**config.mk**
```make
export PLATFORM = sky130hd
export DESIGN_NAME = rcpt_check
export DESIGN_NICKNAME = d
export VERILOG_FILES = /design/src/rtl/rcpt_pkg.sv /design/src/rtl/rcpt_check.sv
export SDC_FILE = /design/constraint.sdc
export NUM_CORES = 1
export LEC_CHECK = 0
export ABC_AREA = 1
export BUFFER_PORTS_ARGS = -buffer_cell sky130_fd_sc_hd__buf_4
export CAP_MARGIN = 20
export CORE_AREA = 4 4 41 43
export DETAILED_ROUTE_END_ITERATION = 16
export DIE_AREA = 0 0 45 47
export PLACE_DENSITY = 0.7
export SLEW_MARGIN = 20
export SYNTH_ARGS = -nofsm -noshare
export SYNTH_HDL_FRONTEND = slang
export SYNTH_SLANG_ARGS = --single-unit
```
**constraint.sdc**
```tcl
create_clock -name vclk -period 1.55
set_input_delay 0.31 -clock vclk [all_inputs]
set_output_delay 0.31 -clock vclk [all_outputs]
set_load 0.05 [all_outputs]
```
**src/rtl/rcpt_pkg.sv**
```systemverilog
`timescale 1ns / 1ps
// ----------------------------------------------------------------------------
// rcpt_pkg
// Sizes, field widths and shared types of the row/column permutation table.
// ----------------------------------------------------------------------------
package rcpt_pkg;

  localparam int ROWS = 1024;
  localparam int COLS = 4096;

  // item field widths
  localparam int IDX_W     = 13;
  localparam int VALUE_W   = 23;
  localparam int ANS_ROW_W = 11;
  localparam int ANS_COL_W = 13;

  // table address and entry widths
  localparam int ROW_AW = (ROWS > 1) ? $clog2(ROWS) : 1;
  localparam int COL_AW = (COLS > 1) ? $clog2(COLS) : 1;
  localparam int ROW_VW = $clog2(ROWS + 1);
  localparam int COL_VW = $clog2(COLS + 1);

  // clearing sweep
  localparam int MAX_DEPTH = (ROWS > COLS) ? ROWS : COLS;
  localparam int CLR_W     = (MAX_DEPTH > 1) ? $clog2(MAX_DEPTH) : 1;

  // divider remainder and value arithmetic
  localparam int REM_W  = COL_AW + ROW_AW + 1;
  localparam int CALC_W = ROW_VW + COL_VW + 1;

  typedef enum logic [1:0] {
    REQ_SWAP_ROWS = 2'd0,
    REQ_SWAP_COLS = 2'd1,
    REQ_VALUE     = 2'd2,
    REQ_POSITION  = 2'd3
  } req_type_t;

  typedef struct packed {
    logic busy;
    logic last;
  } div_stat_t;

endpackage

```
**src/rtl/rcpt_check.sv**
```systemverilog
`timescale 1ns / 1ps
// ----------------------------------------------------------------------------
// rcpt_check
// Range check of an incoming request against the grid size.
// ----------------------------------------------------------------------------
module rcpt_check (
  input  rcpt_pkg::req_type_t          req_type,
  input  logic [rcpt_pkg::IDX_W-1:0]   first_index,
  input  logic [rcpt_pkg::IDX_W-1:0]   second_index,
  input  logic [rcpt_pkg::VALUE_W-1:0] cell_value,
  output logic                         err
);
  import rcpt_pkg::*;

  localparam int ICMP_W = IDX_W + 2;
  localparam int ZCMP_W = ROW_AW + COL_AW + VALUE_W;
  localparam logic [ICMP_W-1:0] ROWS_C  = ICMP_W'(ROWS);
  localparam logic [ICMP_W-1:0] COLS_C  = ICMP_W'(COLS);
  localparam logic [ZCMP_W-1:0] CELLS_C = ZCMP_W'(ROWS * COLS);

  logic a_row_ok, b_row_ok, a_col_ok, b_col_ok, z_ok;

  assign a_row_ok = (first_index != '0) && (ICMP_W'(first_index) <= ROWS_C);
  assign b_row_ok = (second_index != '0) && (ICMP_W'(second_index) <= ROWS_C);
  assign a_col_ok = (first_index != '0) && (ICMP_W'(first_index) <= COLS_C);
  assign b_col_ok = (second_index != '0) && (ICMP_W'(second_index) <= COLS_C);
  assign z_ok     = (cell_value != '0) && (ZCMP_W'(cell_value) <= CELLS_C);

  always_comb begin
    case (req_type)
      REQ_SWAP_ROWS: err = !(a_row_ok && b_row_ok);
      REQ_SWAP_COLS: err = !(a_col_ok && b_col_ok);
      REQ_VALUE:     err = !(a_row_ok && b_col_ok);
      REQ_POSITION:  err = !z_ok;
      default:       err = 1'b1;
    endcase
  end

endmodule

```
==> impl_metrics.yaml, run 1 <==
timing:
  min_period_over_period_pct: 104
  hold_violations: 0
  whs_ns: 0.971
  setup_slack_ns: -0.0661
  slew_viol_final: 0
  period_needed_ns: 1.62
  tightest_slew_ns: 0.145
  max_freq_mhz: 619
  rsz0062_at_grt: "yes"
  maxSlewHeadroom_pct: 90.3
  setup_viol: 1
synthesis:
  netlist_area_um2: 339
  yosysTopAreaCellShare_pct: 38.7
  synth.area.top_cells: "nor2_1, nand2_1, nand3_1, inv_1, or2_0"
  synthMostInstantiatedCell: "nor2_1"
  syn-num-nets: 134
  synth.largest_area_cell: "nor2_1"
  synthTopCellsByCount: "nor2_1, nand2_1, inv_1, nand3_1, or2_0"
  netlist_instances: 83
  ys_warn_count: 0
  seq_area_frac_synth_pct: 0
  synth.distinct_cells: 9
  synth.avg_cell_area_um2: 4.09
drt:
  drt_iter0_drc: 4
  vias: 675
  drc: 0
  first_pass_iters: 2
  wl_per_cell_um: 9.42
  antenna_left: 0
  route.final.wire_length_mm: 1.42
  via_per_inst: 4.47
power:
  p_per_area_mw_per_mm2: 217
  p_leak_nw: 0.426
  irDropWorstVdd_mv: 0.0906
  p_total_w: 0.000177
grt:
  grt_max_degree: 5
  grt_usage_pct: 12.4
  antenna_found_initial: 0
  grt-ovfl-total: 0
  grt_pass1_vias: 659
  grt_pass1_wl_mm: 2.13
floorplanning:
  ios: 52
  die_x_um: 45
  core_mm2: 0.00130
  die_y_um: 47
  floorplan.initialDensity_pct: 26.1
  dieArea_mm2: 0.00212
  rows: 13
worst_setup_path:
  worstPathRequired_ns: 1.24
  critPathLaunchType: "primary input"
  critPathMaxFanout: 2
  path_cells: "buf_4, nor2_1, nand2_1, nor2_2, nand2_1, nand2_1, nand2_1, nand2_1, nand3_1, nand2_1, nand2_2, buf_8"
  crit_start: "second_index[1]"
  crit_top_cell: "nand2_1"
  crit_buf_inv: 2
  critPathTopFamily: "simple AND/OR/NAND/NOR gates"
  critical_path_arrival_ns: 1.31
  cp-end-kind: "primary output"
  crit_slowest_cell: "nor2_2"
  critical_path_class: "in2out"
  slowest_delay_ns: 0.15
final_layout:
  drive_above_1_share_pct: 51.5
  ff_latch_area_um2: 0
  seq_cell_count: 0
  area_delta_synth_final_pct: 141
  nets: 189
  diodes: 0
  n_clock_buffer: 0
outcome:
  violations: "negative setup slack"
  status: "complete, but fails checks"
flow_run:
  cap_viol_max_count: 0
min_path:
  hold_class: "in2out"
  min_from: "req_type[0]"
placed_design:
  gp_congestion: 0.784
  port_buffers: 52
  dpl.hpwl_mm: 1.23
-- layer usage --
metal / track usage [%] / routed length [um] / vias up
met5: 0 / 0 / -
met4: 0 / 0 / 0
met3: 2.68 / 198 / 0
met2: 28.5 / 785 / 33
met1: 11.2 / 440 / 282
li1: - / - / 360
-- cell families (layout without fill, tap and decap cells) --
logic type	Yosys count	after routing	synth area share (%)
compound gates	1	1	2.58
buf+inv	6	59	6.64
simple gates	76	76	90.8
-- final timing paths --
check	to	slack [ns]	depth (start not counted)
hold / removal	err	0.97	4
setup / recovery	err	-0.07	12
-- layout make-up --
class / instances / area, um2
fill: 151 / 485
inverter: 6 / 22.5
multi-input combinational: 77 / 362
tap: 15 / 18.8
timing repair buffer: 53 / 413
-- report_power, final --
group          leakage, nW  total [W]  switching (W)  internal, W
clock network            0          0              0            0
logic                0.426   0.000177      0.0000641     0.000113
registers                0          0              0            0
total                0.426   0.000177      0.0000641     0.000113
-- placed cells by master (no fill, tap or decap), drive strengths merged --
cell,instances
a21oi,1
buf,53
inv,6
nand2,31
nand3,6
nand4,1
nor2,35
or2,3
-- per-stage QoR --
stage / worst slack [ns] / TNS (ns) / instance area (um2) / instances / utilization, %
final: -0.0661 / -0.0661 / 816 / 151 / 62.7
after global routing: -0.149 / -0.149 / 816 / 151 / 62.7
after CTS: -0.0606 / -0.0606 / 798 / 151 / 61.3
after detailed placement: -0.105 / -0.105 / 758 / 151 / 58.3
after global placement: -0.0902 / -0.0902 / 758 / 151 / 58.3
after floorplan: 0.100 / 0 / 342 / 83 / -
-- timing repair --
action                                 4_1_cts  5_1_grt
endpoints found under the hold margin        0        0
buffers inserted                             0        0
setup endpoints to repair                    1        1
pin swaps                                   10        7
resized for setup                           12        7
hold buffers                                 0        0
Note: power is estimated with default switching activity, not from simulation.
==> run 2, diff against run 1 <==
Clock period 1.55 ns to 2 ns, I/O delays scaled along.
==> run 2 against run 1 <==
  * The run now ends clean
  * Combinational power down 32%
  * Non-clock buffer count down 1
  * Die area unchanged
  * Sequential cell count unchanged
  * Worst hold slack better by 0.19 ns
  * Setup slack better by 0.21 ns
  * Final area down 8.3%
  * Sequential share of layout area unchanged
  * Global-route usage down 1.7 points
  * Critical path type unchanged
  * Critical endpoint unchanged
  * Largest cell class unchanged
==> impl_metrics.yaml, run 2 (synthesized netlist as in run 1, its figures left out) <==
floorplanning:
  core_mm2: 0.00130
  dieArea_mm2: 0.00212
  rows: 13
  floorplan.initialDensity_pct: 26.1
  ios: 52
  die_x_um: 45
  die_y_um: 47
timing:
  maxSlewHeadroom_pct: 88.0
  slew_viol_final: 0
  min_period_over_period_pct: 92.9
  tightest_slew_ns: 0.179
  setup_viol: 0
  max_freq_mhz: 538
  hold_violations: 0
  rsz0062_at_grt: "no"
  finalSetupTns_ns: 0
  period_needed_ns: 1.86
cts:
  post-cts-setup-buffer-count: 0
  hold_buffers: 0
  cts.repair.resized: 0
worst_setup_path:
  worstPathRequired_ns: 1.60
  slowest_delay_ns: 0.19
  crit_buf_inv: 2
  critPathTopFamily: "simple AND/OR/NAND/NOR gates"
  path_cells: "buf_4, nor2_1, nand2_1, nor2_1, nand2_1, nand2_1, nand2_1, nand3_1, nand2_1, nand2_1, buf_4"
  critical_path_class: "in2out"
  critPathMaxFanout: 2
  critPathLaunchType: "primary input"
  crit_top_cell: "nand2_1"
  critical_path_arrival_ns: 1.46
  cp-end-kind: "primary output"
  crit_slowest_cell: "buf_4"
final_layout:
  final_area_um2: 748
  ff_latch_area_um2: 0
  drive_above_1_share_pct: 40.7
  num-fill-cells: 140
  postLayoutCoreUtil_pct: 57.5
  layoutNonFillerInstCount: 150
  final_cell_mix: "buf_4, nor2_1, nand2_1, inv_1, nand3_1"
  diodes: 0
  nets: 188
  n_clock_buffer: 0
  area_delta_synth_final_pct: 121
  seq_cell_count: 0
  final_common_cell: "buf_4"
power:
  p_total_w: 0.000121
  p_per_area_mw_per_mm2: 161
  p_leak_nw: 0.412
  irDropWorstVdd_mv: 0.0707
placed_design:
  port_buffers: 52
  gp_congestion: 0.764
  place_area_um2: 748
  dpl.hpwl_mm: 1.22
  dpl.cell_count: 150
grt:
  grt_max_degree: 5
  antenna_found_initial: 0
  grt_pass1_wl_mm: 1.82
  grt_pass1_vias: 554
  grt_usage_pct: 10.7
  grt-ovfl-total: 0
drt:
  vias: 657
  drc: 0
  via_per_inst: 4.38
  wl_per_cell_um: 8.51
  route.final.wire_length_mm: 1.28
  antenna_left: 0
  first_pass_iters: 4
  drt_iter0_drc: 6
outcome:
  status: "finished clean"
min_path:
  hold_class: "in2out"
flow_run:
  cap_viol_max_count: 0
-- run 2: power by group --
part,internal [W],switching (W),leakage [nW]
clock network,0,0,0
registers,0,0,0
logic,0.0000788,0.0000420,0.412
total,0.0000788,0.0000420,0.412
-- run 2: per-stage QoR --
stage | hold WS [ns] | worst slack, ns
2_1_floorplan | 1.12 | 0.255
3_3_place_gp | 1.17 | 0.168
3_5_place_dp | 1.17 | 0.136
4_1_cts | 1.17 | 0.134
5_1_grt | 1.19 | 0.0291
6_report | 1.17 | 0.143
-- run 2: layout make-up --
class	instances	area (um2)	area share [%]
Inverter	6	22.5	3.01
Timing Repair Buffer	52	390	52.2
Multi-Input combinational cell	77	317	42.3
Tap cell	15	18.8	2.51
-- run 2: worst paths after layout --
| check | startpoint | to | slack (ns) | depth (start not counted) |
|---|---|---|---|---|
| max | second_index[7] | err | 0.14 | 11 |
| min | req_type[0] | err | 1.17 | 4 |
-- run 2: layer usage --
metal / GRT usage (%) / share of wire [%] / up-vias
li1: - / - / 358
met1: 11.0 / 34 / 265
met2: 23.7 / 50 / 34
met3: 1.15 / 16 / 0
met4: 0 / 0 / 0
met5: 0 / 0 / -
==> run 3, diff against run 2 <==
Settings changed: CORE_AREA 4 4 41 43 to 2 2 39 41, DIE_AREA 0 0 45 47 to 0 0 41 43.
==> run 3 against run 2 <==
  * Worst hold slack gained 0.00096 ns
  * Utilization shrank 3.3 points
  * Cell count grew 0.67%
  * Clock-buffer cell count is the same
  * Critical path depth shrank 1
  * Via count shrank 3.7%
  * Routed wire length shrank 12%
  * Sequential share of layout area is the same
  * Fmax grew 2.9%
  * Global-route usage grew 3.0 points
  * Critical endpoint unchanged
  * Largest cell class unchanged
==> impl_metrics.yaml, run 3 (synthesized netlist as in run 1, its figures left out) <==
grt:
  antenna_found_initial: 0
  grt_pass1_wl_mm: 1.86
  grt_max_degree: 5
  grt_usage_pct: 13.7
  grt-ovfl-total: 0
  grt_pass1_vias: 549
drt:
  wl_per_cell_um: 7.46
  via_per_inst: 4.19
  drt_iter0_drc: 5
  first_pass_iters: 4
  routed.top_layer: "met3"
  route.final.wire_length_mm: 1.13
  vias: 633
  wl_met2_um: 543
  antenna_left: 0
  wl_met1_um: 430
  drc: 0
  wl_met3_um: 152
power:
  p_leak_nw: 0.412
  irDropWorstVdd_mv: 0.0578
  p_per_area_mw_per_mm2: 160
worst_setup_path:
  critical_path_class: "in2out"
  critPathLaunchType: "primary input"
  path_cells: "buf_4, or2_0, nor2_1, nand3_1, nand2_1, nand3_1, nand2_1, nand2_1, nand2_1, buf_4"
  crit_slowest_cell: "or2_0"
  cp-end-kind: "primary output"
  critPathMaxFanout: 2
  worstPathRequired_ns: 1.60
  slowest_delay_ns: 0.20
  critical_path_arrival_ns: 1.40
  crit_top_cell: "nand2_1"
min_path:
  min_from: "req_type[0]"
  hold_class: "in2out"
  min_path_cells: 4
  holdPathEnd: "err"
timing:
  tightest_slew_ns: 0.184
  rsz0062_at_grt: "no"
  maxSlewHeadroom_pct: 87.7
  slew_viol_final: 0
  min_period_over_period_pct: 90.2
  finalSetupTns_ns: 0
  setup_viol: 0
  period_needed_ns: 1.80
  whs_ns: 1.17
  max_freq_mhz: 554
  hold_violations: 0
placed_design:
  gp_congestion: 0.636
  dpl.hpwl_mm: 1.06
  port_buffers: 52
flow_run:
  cap_viol_max_count: 0
final_layout:
  area_delta_synth_final_pct: 121
  final_cell_mix: "buf_4, nor2_1, nand2_1, inv_1, nand3_1"
  diodes: 0
  n_clock_buffer: 0
  final_common_cell: "buf_4"
  num-fill-cells: 144
  seq_cell_count: 0
  ff_latch_area_um2: 0
  nets: 188
  drive_above_1_share_pct: 40.7
  multiInputGateArea_um2: 317
cts:
  cts.repair.resized: 0
  post-cts-setup-buffer-count: 0
  hold_buffers: 0
floorplanning:
  core_mm2: 0.00138
  dieArea_mm2: 0.00176
  ios: 52
  rows: 14
  die_x_um: 41
  die_y_um: 43
  floorplan.initialDensity_pct: 24.5
outcome:
  status: "finished clean"
-- run 3: cell counts in the layout (fill, tap and decap cells not counted) --
Identical to the previous run, type by type.
-- run 3: cell type report --
cell class / count / share of cell area, %
timing repair buffer: 52 / 52.1
multi-input combinational: 77 / 42.2
inverter: 6 / 3.01
tap: 16 / 2.67
-- run 3: power by group --
part / internal, W / switching, W
registers: 0 / 0
clock network: 0 / 0
logic: 0.0000788 / 0.0000413
total: 0.0000788 / 0.0000413
-- run 3: how the worst max path moves through the flow --
stage,slack [ns],start,endpoint
2_1_floorplan,0.26,cell_value[1],err
3_3_place_gp,0.19,cell_value[1],err
3_5_place_dp,0.18,first_index[7],err
4_1_cts,0.18,cell_value[1],err
5_1_grt,0.003,second_index[7],err
6_report,0.20,cell_value[1],err
-- run 3: metal layers --
layer | track usage [%] | up-vias
li1 | - | 357
met4 | 0 | 0
met1 | 15.8 | 244
met5 | 0 | -
met2 | 26.9 | 32
met3 | 0.524 | 0
-- run 3: through the flow --
stage	instance area [um2]	utilization (%)	power (W)	setup slack, ns	cells
final	749	54.2	0.000120	0.195	151
after global routing	749	54.2	0.000135	0.00272	151
after CTS	749	54.2	0.000121	0.183	151
after detailed placement	749	54.2	0.000121	0.184	151
after global placement	749	54.2	0.000119	0.195	151
after floorplan	339	-	0.0000359	0.255	83
-- run 3: worst max-delay path, delay by kind of cell --
kind / cells / cell delay, ns
buffers and inverters: 2 / 0.29
and+or+nand+nor: 8 / 0.72
