$ cat config.mk
export PLATFORM = sky130hd
export DESIGN_NAME = rcpt_div
export DESIGN_NICKNAME = d
export VERILOG_FILES = /design/src/rtl/rcpt_pkg.sv /design/src/rtl/rcpt_div.sv
export SDC_FILE = /design/constraint.sdc
export NUM_CORES = 1
export LEC_CHECK = 0
export ABC_AREA = 1
export BUFFER_PORTS_ARGS = -buffer_cell sky130_fd_sc_hd__buf_2
export CAP_MARGIN = 20
export CORE_ASPECT_RATIO = 1.1
export CORE_MARGIN = 10
export CORE_UTILIZATION = 38
export DETAILED_ROUTE_END_ITERATION = 10
export PLACE_DENSITY = 0.86
export SYNTH_ARGS = -nofsm -noshare
export SYNTH_HDL_FRONTEND = slang
export SYNTH_SLANG_ARGS = --single-unit
$ cat constraint.sdc
create_clock -name clk -period 2 [get_ports clk]
set_input_delay 0.4 -clock clk [delete_from_list [all_inputs] [get_ports clk]]
set_output_delay 0.4 -clock clk [all_outputs]
set_load 0.02 [all_outputs]
$ cat src/rtl/rcpt_pkg.sv
`timescale 1ns / 1ps
// ----------------------------------------------------------------------------
// rcpt_pkg
// Sizes, field widths and shared types of the row/column permutation table.
// ----------------------------------------------------------------------------
package rcpt_pkg;

  localparam int ROWS = 1024;
  localparam int COLS = 4096;

  // item field widths
  localparam int IDX_W     = 13;
  localparam int VALUE_W   = 23;
  localparam int ANS_ROW_W = 11;
  localparam int ANS_COL_W = 13;

  // table address and entry widths
  localparam int ROW_AW = (ROWS > 1) ? $clog2(ROWS) : 1;
  localparam int COL_AW = (COLS > 1) ? $clog2(COLS) : 1;
  localparam int ROW_VW = $clog2(ROWS + 1);
  localparam int COL_VW = $clog2(COLS + 1);

  // clearing sweep
  localparam int MAX_DEPTH = (ROWS > COLS) ? ROWS : COLS;
  localparam int CLR_W     = (MAX_DEPTH > 1) ? $clog2(MAX_DEPTH) : 1;

  // divider remainder and value arithmetic
  localparam int REM_W  = COL_AW + ROW_AW + 1;
  localparam int CALC_W = ROW_VW + COL_VW + 1;

  typedef enum logic [1:0] {
    REQ_SWAP_ROWS = 2'd0,
    REQ_SWAP_COLS = 2'd1,
    REQ_VALUE     = 2'd2,
    REQ_POSITION  = 2'd3
  } req_type_t;

  typedef struct packed {
    logic busy;
    logic last;
  } div_stat_t;

endpackage

$ cat src/rtl/rcpt_div.sv
`timescale 1ns / 1ps
// ----------------------------------------------------------------------------
// rcpt_div
// Splits a cell offset into row and column by COLS, registered in one step;
// COLS is a power of two, so the split is a shift and a mask.
// ----------------------------------------------------------------------------
module rcpt_div (
  input  logic                        clk,
  input  logic                        rst,
  input  logic                        start,
  input  logic [rcpt_pkg::REM_W-1:0]  dividend,
  output rcpt_pkg::div_stat_t         stat,
  output logic [rcpt_pkg::ROW_AW-1:0] quot,
  output logic [rcpt_pkg::REM_W-1:0]  rem
);
  import rcpt_pkg::*;

  logic busy;

  assign stat.busy = busy;
  assign stat.last = busy;

  always_ff @(posedge clk) begin
    if (rst) begin
      busy <= 1'b0;
    end else begin
      busy <= start;
      if (start) begin
        quot <= ROW_AW'(dividend / REM_W'(COLS));
        rem  <= dividend % REM_W'(COLS);
      end
    end
  end

  // an in-range offset gives a row below ROWS and a column below COLS
  a_rem_bound : assert property (@(posedge clk) disable iff (rst)
    stat.last |-> rem < REM_W'(COLS))
    else $error("remainder not below COLS after division");

  a_quot_bound : assert property (@(posedge clk) disable iff (rst)
    stat.last |-> (ROW_AW + 1)'(quot) < (ROW_AW + 1)'(ROWS))
    else $error("quotient not below ROWS after division");

  a_start_idle : assert property (@(posedge clk) disable iff (rst)
    start |=> busy)
    else $error("divider did not start");

  a_single_step : assert property (@(posedge clk) disable iff (rst)
    busy |=> !busy)
    else $error("divider busy for more than one cycle");

endmodule
==> impl_metrics.toml, run 1 <==
[outcome]
status = "complete, no violations"

[route]
viasPerCell = 3.86
drtIter0Drc = 12
drtAntennaViolNets = 0
dr_total_vias = 456
drt-total-wl_microns = 1630
route.detailed.drc = 0
wl_per_cell_microns = 13.8
drt-pass1-iter-count = 4

[synth]
yosys.area.top_type = "edfxtp_1"
syn-cell-area_sq_um = 793
yosysSeqAreaShare_pct = 85.8
syn-instance-count = 40
synth_cell_types = 6
synth-seq-cells = 23
avgSynthCellArea_sq_um = 19.8
synth_warnings = 0
ys_top_cells_by_area = "edfxtp_1 (83%), buf_4 (12%), dfxtp_1 (2.5%)"
synth.top_cell.area_share_pct = 83.3

[timing]
fmax_mhz = 799
drv_slew = 0
rsz0062_at_grt = "no"
setup_viol = 0
tns_ns = 0
post-route-min-period_ns = 1.25
timing.final.crit_share_pct = 62.6
hold_viol_final = 0
hold_ws_ns = 0.266

[setup_path]
cp_max_fo = 1
crit_end = "rem[4]"
required_ns = 1.60
critPathLaunchType = "register"
worstPathArrival_ns = 0.85
worstSetupPathDepth = 1
crit_chain = "buf_2"
critPathKind = "register to primary output"
end_kind = "primary output"
worst_path_largest_cell_delay_ns = 0.39
startpoint = "rem[4]$_DFFE_PP_"
cp_slowest_cell = "edfxtp_1"
crit_buf_inv = 1
crit_family = "flip-flops"

[power_and_ir_drop]
peakVddDrop_uv = 549
leakagePower_nw = 0.473
power_density_nw_per_um2 = 853

[clock_tree]
hold_buffers = 0
cts_tree = "done"
post_cts_buffers = 0
h-tree-depth = 1
cts.repair.resized = 0
cts.sinks = 23
cts_max_path_buffers = 2
cts-buffers-inserted = 3
clk_pin_slew_ns = 0.12
cts_root_buf = "clkbuf_4"

[layout]
drive_above_1_share_pct = 60.0
fin_nets = 117
layout_commonest_cell = "buf_2"
most-common-layout-cells = "buf_2 (48), edfxtp_1 (22), conb_1 (11)"
area_delta_synth_final_pct = 31.9
diodes = 0
final_cells = 118

[grt]
grt_pass1_vias = 474
grt_max_degree = 23
grt.total_usage_pct = 7.34
grt_overflow = 0
antenna_found_initial = 0
grt_pass1_wl_microns = 2370

[floorplan]
die_h_microns = 67.9
io_pins = 61
core_area_sq_um = 2000
dieArea_sq_um = 4320
start_util_pct = 39.7
row_count = 17
die_w_microns = 63.6

[placed_design]
gp_congestion = 0.676
dpl.hpwl_microns = 1410
portBuffers = 48
dpl.cell_count = 114

[job]
maxCapViolCount = 0

[min_path]
min_path_type = "input pin to register"
-- report_power, final --
group / switching (W) / internal, W
Clock: 0.000124 / 0.0000744
Combinational: 0.0000868 / 0.0000388
Sequential: 0.00000626 / 0.000562
Total: 0.000217 / 0.000675
-- stage by stage --
step / total power, W / cell area, sq um / setup slack [ns] / util, %
6_report: 0.000892 / 1050 / 0.748 / 52.3
5_1_grt: 0.000934 / 1050 / 0.693 / 52.3
4_1_cts: 0.000907 / 1050 / 0.722 / 52.3
3_5_place_dp: 0.000707 / 1020 / 0.788 / 50.9
3_3_place_gp: 0.000704 / 1020 / 0.812 / 50.9
2_1_floorplan: 0.000669 / 831 / 0.215 / -
-- Yosys cell counts --
cell type and number:
dfxtp_1 1, edfxtp_1 22, nor2_1 2, inv_1 1, buf_4 13, conb_1 1
-- area by class of cell --
class	instances	area, sq um
fillers	198	953
flip-flops and latches	23	681
repair buffers	49	248
multi-input cells	13	51.3
well taps	28	35.0
clock buffers	3	22.5
clock inverters	1	5.00
inverters	1	3.75
-- kinds of logic (layout without fill, tap and decap cells) --
family,count (synthesis),in the layout,share of synthesized area (%)
other,1,11,0.473
and+or+nand+nor,2,2,0.947
buffers and inverters,14,54,12.8
DFF,23,23,85.8
-- sequential cells by signal, summed over array words and instances (netlist names) --
register	count
rem	12
busy	1
quot	10
-- worst min-delay path by stage --
stage | start | end | slack [ns] | cells after the start
2_1_floorplan | rst | busy$_SDFF_PP0_ | 0.47 | 1
3_3_place_gp | dividend[10] | rem[10]$_DFFE_PP_ | 0.58 | 1
3_5_place_dp | dividend[11] | rem[11]$_DFFE_PP_ | 0.58 | 1
4_1_cts | dividend[4] | rem[4]$_DFFE_PP_ | 0.25 | 1
5_1_grt | dividend[14] | quot[2]$_DFFE_PP_ | 0.25 | 1
6_report | dividend[11] | rem[11]$_DFFE_PP_ | 0.27 | 1
-- layer usage --
metal	GRT usage [%]	up-vias	part of all wire, %
met5	0	-	0
met4	6.56	0	2.5
met3	2.94	4	9.8
met2	13.8	26	58
met1	5.86	209	29
li1	-	217	-
Note: power is estimated with default switching activity, not from simulation.
==> run 2: changes to the inputs <==
Clock period 2 ns to 1.2 ns, I/O delays scaled along.
==> run 2 against run 1 <==
Sequential power increased by 67%. Worst hold slack got worse by 0.15 ns. Via count is 1.8% lower. Critical endpoint is now rem[1].
==> impl_metrics.toml, run 2 (synthesis results as in run 1) <==
[timing]
tns_ns = 0
hold_ws_ns = 0.113
hold_viol_final = 0
fmax_mhz = 918
timing.final.crit_share_pct = 90.7
setup_viol = 0
drv_slew = 0
rsz0062_at_grt = "no"
post-route-min-period_ns = 1.09

[layout]
fillers = 196
multi_input_area_sq_um = 56.3
largest_register_ff_count = 12
final_cells = 118
regMostFlops = "rem"
most-common-layout-cells = "buf_2 (48), edfxtp_1 (22), conb_1 (11)"
design_area_sq_um = 1060
drive_above_1_share_pct = 58.9
layout_commonest_cell = "buf_2"
fin_nets = 117
area_delta_synth_final_pct = 33.9
diodes = 0
reg_top3 = "rem: 12 flops, quot: 10 flops, busy: 1 flops"
regArea_sq_um = 681

[placed_design]
dpl.hpwl_microns = 1440
dpl.cell_count = 114
place_area_sq_um = 1040
portBuffers = 48
gp_congestion = 0.698

[min_path]
min_path_type = "input pin to register"

[setup_path]
critPathKind = "register to primary output"
required_ns = 0.96
crit_buf_inv = 1
worstPathArrival_ns = 0.85
cp_max_fo = 1
cp_slowest_cell = "edfxtp_1"
crit_chain = "buf_2"
end_kind = "primary output"
worst_path_largest_cell_delay_ns = 0.39
critPathLaunchType = "register"
crit_family = "flip-flops"

[floorplan]
die_h_microns = 67.9
die_w_microns = 63.6
core_area_sq_um = 2000
row_count = 17
io_pins = 61
dieArea_sq_um = 4320
start_util_pct = 39.7

[grt]
grt.total_usage_pct = 7.20
grt_pass1_wl_microns = 2210
grt_overflow = 0
antenna_found_initial = 0
grt_max_degree = 23
grt_pass1_vias = 451

[power_and_ir_drop]
peakVddDrop_uv = 758
power_density_nw_per_um2 = 1400
leakagePower_nw = 0.475

[route]
drtIter0Drc = 3
drtAntennaViolNets = 0
drt-pass1-iter-count = 2
route.detailed.drc = 0
dr_total_vias = 448
wl_per_cell_microns = 14.1
drt-total-wl_microns = 1660
viasPerCell = 3.80

[clock_tree]
cts_root_buf = "clkbuf_4"
cts_tree = "done"
cts-buffers-inserted = 3
hold_buffers = 0
clk_pin_slew_ns = 0.11
cts_max_path_buffers = 2
post_cts_buffers = 0
cts.repair.resized = 0
cts.sinks = 23
h-tree-depth = 1

[outcome]
status = "complete, no violations"

[job]
maxCapViolCount = 0
run 2: changes by cell type in the layout (fill, tap and decap cells not counted):
cell	before	now
buf_12	0	1
buf_4	1	0
clkbuf_1	0	1
clkinv_2	1	0
nor2_2	1	0
nor2_4	0	1
run 2: cell type report:
type	count	area share [%]
multi-input combinational	13	5.30
timing repair buffer	49	24.5
tap	28	3.30
clock buffer	4	2.47
sequential	23	64.1
inverter	1	0.353
run 2: power by group:
part	total [W]	switching (W)	internal, W
combinational	0.000217	0.000147	0.0000697
clock	0.000329	0.000200	0.000129
sequential	0.000946	0.00000993	0.000936
total	0.00149	0.000357	0.00114
run 2: final timing paths:
path                              from                end  slack (ns)  cells past startpoint
worst max-delay path  rem[1]$_DFFE_PP_             rem[1]        0.11                      1
worst min-delay path      dividend[21]  quot[9]$_DFFE_PP_        0.11                      1
run 2: metal layers:
metal,global-route usage (%),routed length (microns),up-vias
li1,-,-,219
met4,7.38,41,0
met5,0,0,-
met2,15.2,1080,21
met3,3.59,146,4
met1,3.71,393,204
run 2: stage by stage:
step	setup WS, ns	utilization (%)	power (W)
after floorplan	0.177	-	0.00112
after global placement	0.253	51.8	0.00118
after detailed placement	0.242	51.8	0.00119
after CTS	0.0798	53.1	0.00151
after global routing	0.0436	53.1	0.00157
final	0.111	53.1	0.00149
==> run 3: changes to the inputs <==
Settings changed: ABC_AREA 1 to unset, BUFFER_PORTS_ARGS -buffer_cell sky130_fd_sc_hd__buf_2 to -buffer_cell sky130_fd_sc_hd__buf_4, CTS_CLUSTER_DIAMETER set to 120.
==> run 3 against run 2 <==
Cell area up 11%. Utilization up 5.8 points. Clock power up 3%. Flip-flop and latch count unchanged. Maximum frequency down 1.8%. Die area about the same. Critical endpoint is now rem[5]. Worst hold slack worse by 0.0082 ns. Highest routed layer unchanged. Critical path depth unchanged. Global-route usage up 1.4 points.
==> impl_metrics.toml, run 3 <==
[clock_tree]
cts-buffers-inserted = 3
cts_tree = "done"
cts.sinks = 23
cts.repair.resized = 0
cts_root_buf = "clkbuf_4"
hold_buffers = 0
clk_pin_slew_ns = 0.11
h-tree-depth = 1
cts_max_path_buffers = 2
post_cts_buffers = 0

[power_and_ir_drop]
power_density_nw_per_um2 = 1320
leakagePower_nw = 0.516
peakVddDrop_uv = 710
total_power_w = 0.00156

[route]
dr_total_vias = 466
route.detailed.drc = 0
drtAntennaViolNets = 0
viasPerCell = 3.95
drt-total-wl_microns = 1910
wl_per_cell_microns = 16.2
drt-pass1-iter-count = 2
drtIter0Drc = 8

[setup_path]
crit_end = "rem[5]"
cp_max_fo = 1
crit_chain = "buf_4"
crit_buf_inv = 1
end_kind = "primary output"
critPathLaunchType = "register"
worstPathArrival_ns = 0.87
crit_family = "flip-flops"
startpoint = "rem[5]$_DFFE_PP_"
required_ns = 0.96
worst_path_largest_cell_delay_ns = 0.40
cp_slowest_cell = "edfxtp_1"
worstSetupPathDepth = 1
critPathKind = "register to primary output"

[synth]
ys_top_cells_by_area = "edfxtp_1 (83%), buf_4 (12%), dfxtp_1 (2.5%)"
syn-cell-area_sq_um = 795
synth-edff-count = 22
synth_flop_cell = "edfxtp_1"
synth_warnings = 0
async_reset_ff_share_pct = 0
synth_cell_types = 5
synth_commonest_cells = "edfxtp_1 (22), buf_4 (13), nor2b_1 (2)"
synth-seq-cells = 23
avgSynthCellArea_sq_um = 20.4
yosys.area.top_type = "edfxtp_1"
syn-instance-count = 39
post-synth-top-count-cell = "edfxtp_1"
synth.top_cell.area_share_pct = 83.1
yosysSeqAreaShare_pct = 85.7

[grt]
grt.total_usage_pct = 8.63
antenna_found_initial = 0
grt_pass1_vias = 537
grt_max_degree = 16
grt_pass1_wl_microns = 2690
grt_overflow = 0

[floorplan]
dieArea_sq_um = 4320
core_area_sq_um = 2000
start_util_pct = 39.7
die_w_microns = 63.6
io_pins = 61
row_count = 17
die_h_microns = 68.0

[layout]
reg_top3 = "rem: 12 flops, quot: 10 flops, busy: 1 flops"
fin_nets = 117
design_area_sq_um = 1180
layout_commonest_cell = "buf_4"
multi_input_area_sq_um = 61.3
fillers = 188
final_util_pct = 58.9
drive_above_1_share_pct = 60.0
area_delta_synth_final_pct = 48.3
regMostFlops = "rem"
largest_register_ff_count = 12
most-common-layout-cells = "buf_4 (50), edfxtp_1 (22), conb_1 (11)"
regArea_sq_um = 681
diodes = 0

[outcome]
status = "complete, no violations"

[placed_design]
gp_congestion = 0.713
portBuffers = 48
dp_slack_ns = 0.185
place_area_sq_um = 1150
dpl.hpwl_microns = 1660

[min_path]
min_path_type = "input pin to register"

[timing]
fmax_mhz = 902
tns_ns = 0
timing.final.crit_share_pct = 92.4
layout_setup_ws_ns = 0.0914
drv_slew = 0
setup_viol = 0
rsz0062_at_grt = "no"
hold_viol_final = 0
post-route-min-period_ns = 1.11

[job]
maxCapViolCount = 0
==> run 3: cell types whose count changed after synthesis <==
cell and change:
nor2_1 -2, nor2b_1 +2, inv_1 -1
==> run 3: through the flow <==
stage / hold slack [ns] / std cells
after floorplan: 0.312 / 49
after global placement: 0.419 / 114
after detailed placement: 0.420 / 114
after CTS: 0.0902 / 118
after global routing: 0.0829 / 118
final: 0.105 / 118
==> run 3: kinds of logic (layout without fill, tap and decap cells) <==
kind of cell / count (synthesis) / count (layout) / share of synthesized area, %
DFF: 23 / 23 / 85.7
and+or+nand+nor: 2 / 2 / 1.57
buffers and inverters: 13 / 54 / 12.3
other: 1 / 11 / 0.472
==> run 3: report_power, final <==
| group | internal (W) | switching (W) |
|---|---|---|
| Clock | 0.000130 | 0.000210 |
| Combinational | 0.000119 | 0.000147 |
| Sequential | 0.000937 | 0.0000151 |
| Total | 0.00119 | 0.000372 |
==> run 3: final cells by class <==
class | count | share of cell area [%]
clock buffer | 4 | 2.23
timing repair buffer | 50 | 31.8
tap | 28 | 2.97
multi-input combinational | 13 | 5.20
sequential | 23 | 57.7
==> run 3: layer usage <==
metal / GRT usage [%] / wire (microns) / vias to the layer above
met5: 0 / 0 / -
met3: 1.96 / 132 / 4
li1: - / - / 216
met2: 18.0 / 1200 / 24
met1: 6.56 / 539 / 222
met4: 7.38 / 42 / 0
==> run 3: how the worst min path moves through the flow <==
| stage | endpoint | cells after the start | start | slack, ns |
|---|---|---|---|---|
| detailed placement | rem[8]$_DFFE_PP_ | 1 | dividend[8] | 0.42 |
| floorplan | busy$_SDFF_PP0_ | 1 | rst | 0.31 |
| global route | quot[5]$_DFFE_PP_ | 1 | dividend[17] | 0.08 |
| CTS | busy$_SDFF_PP0_ | 2 | rst | 0.09 |
| global placement | rem[3]$_DFFE_PP_ | 1 | dividend[3] | 0.42 |
| finish | rem[8]$_DFFE_PP_ | 1 | dividend[8] | 0.10 |
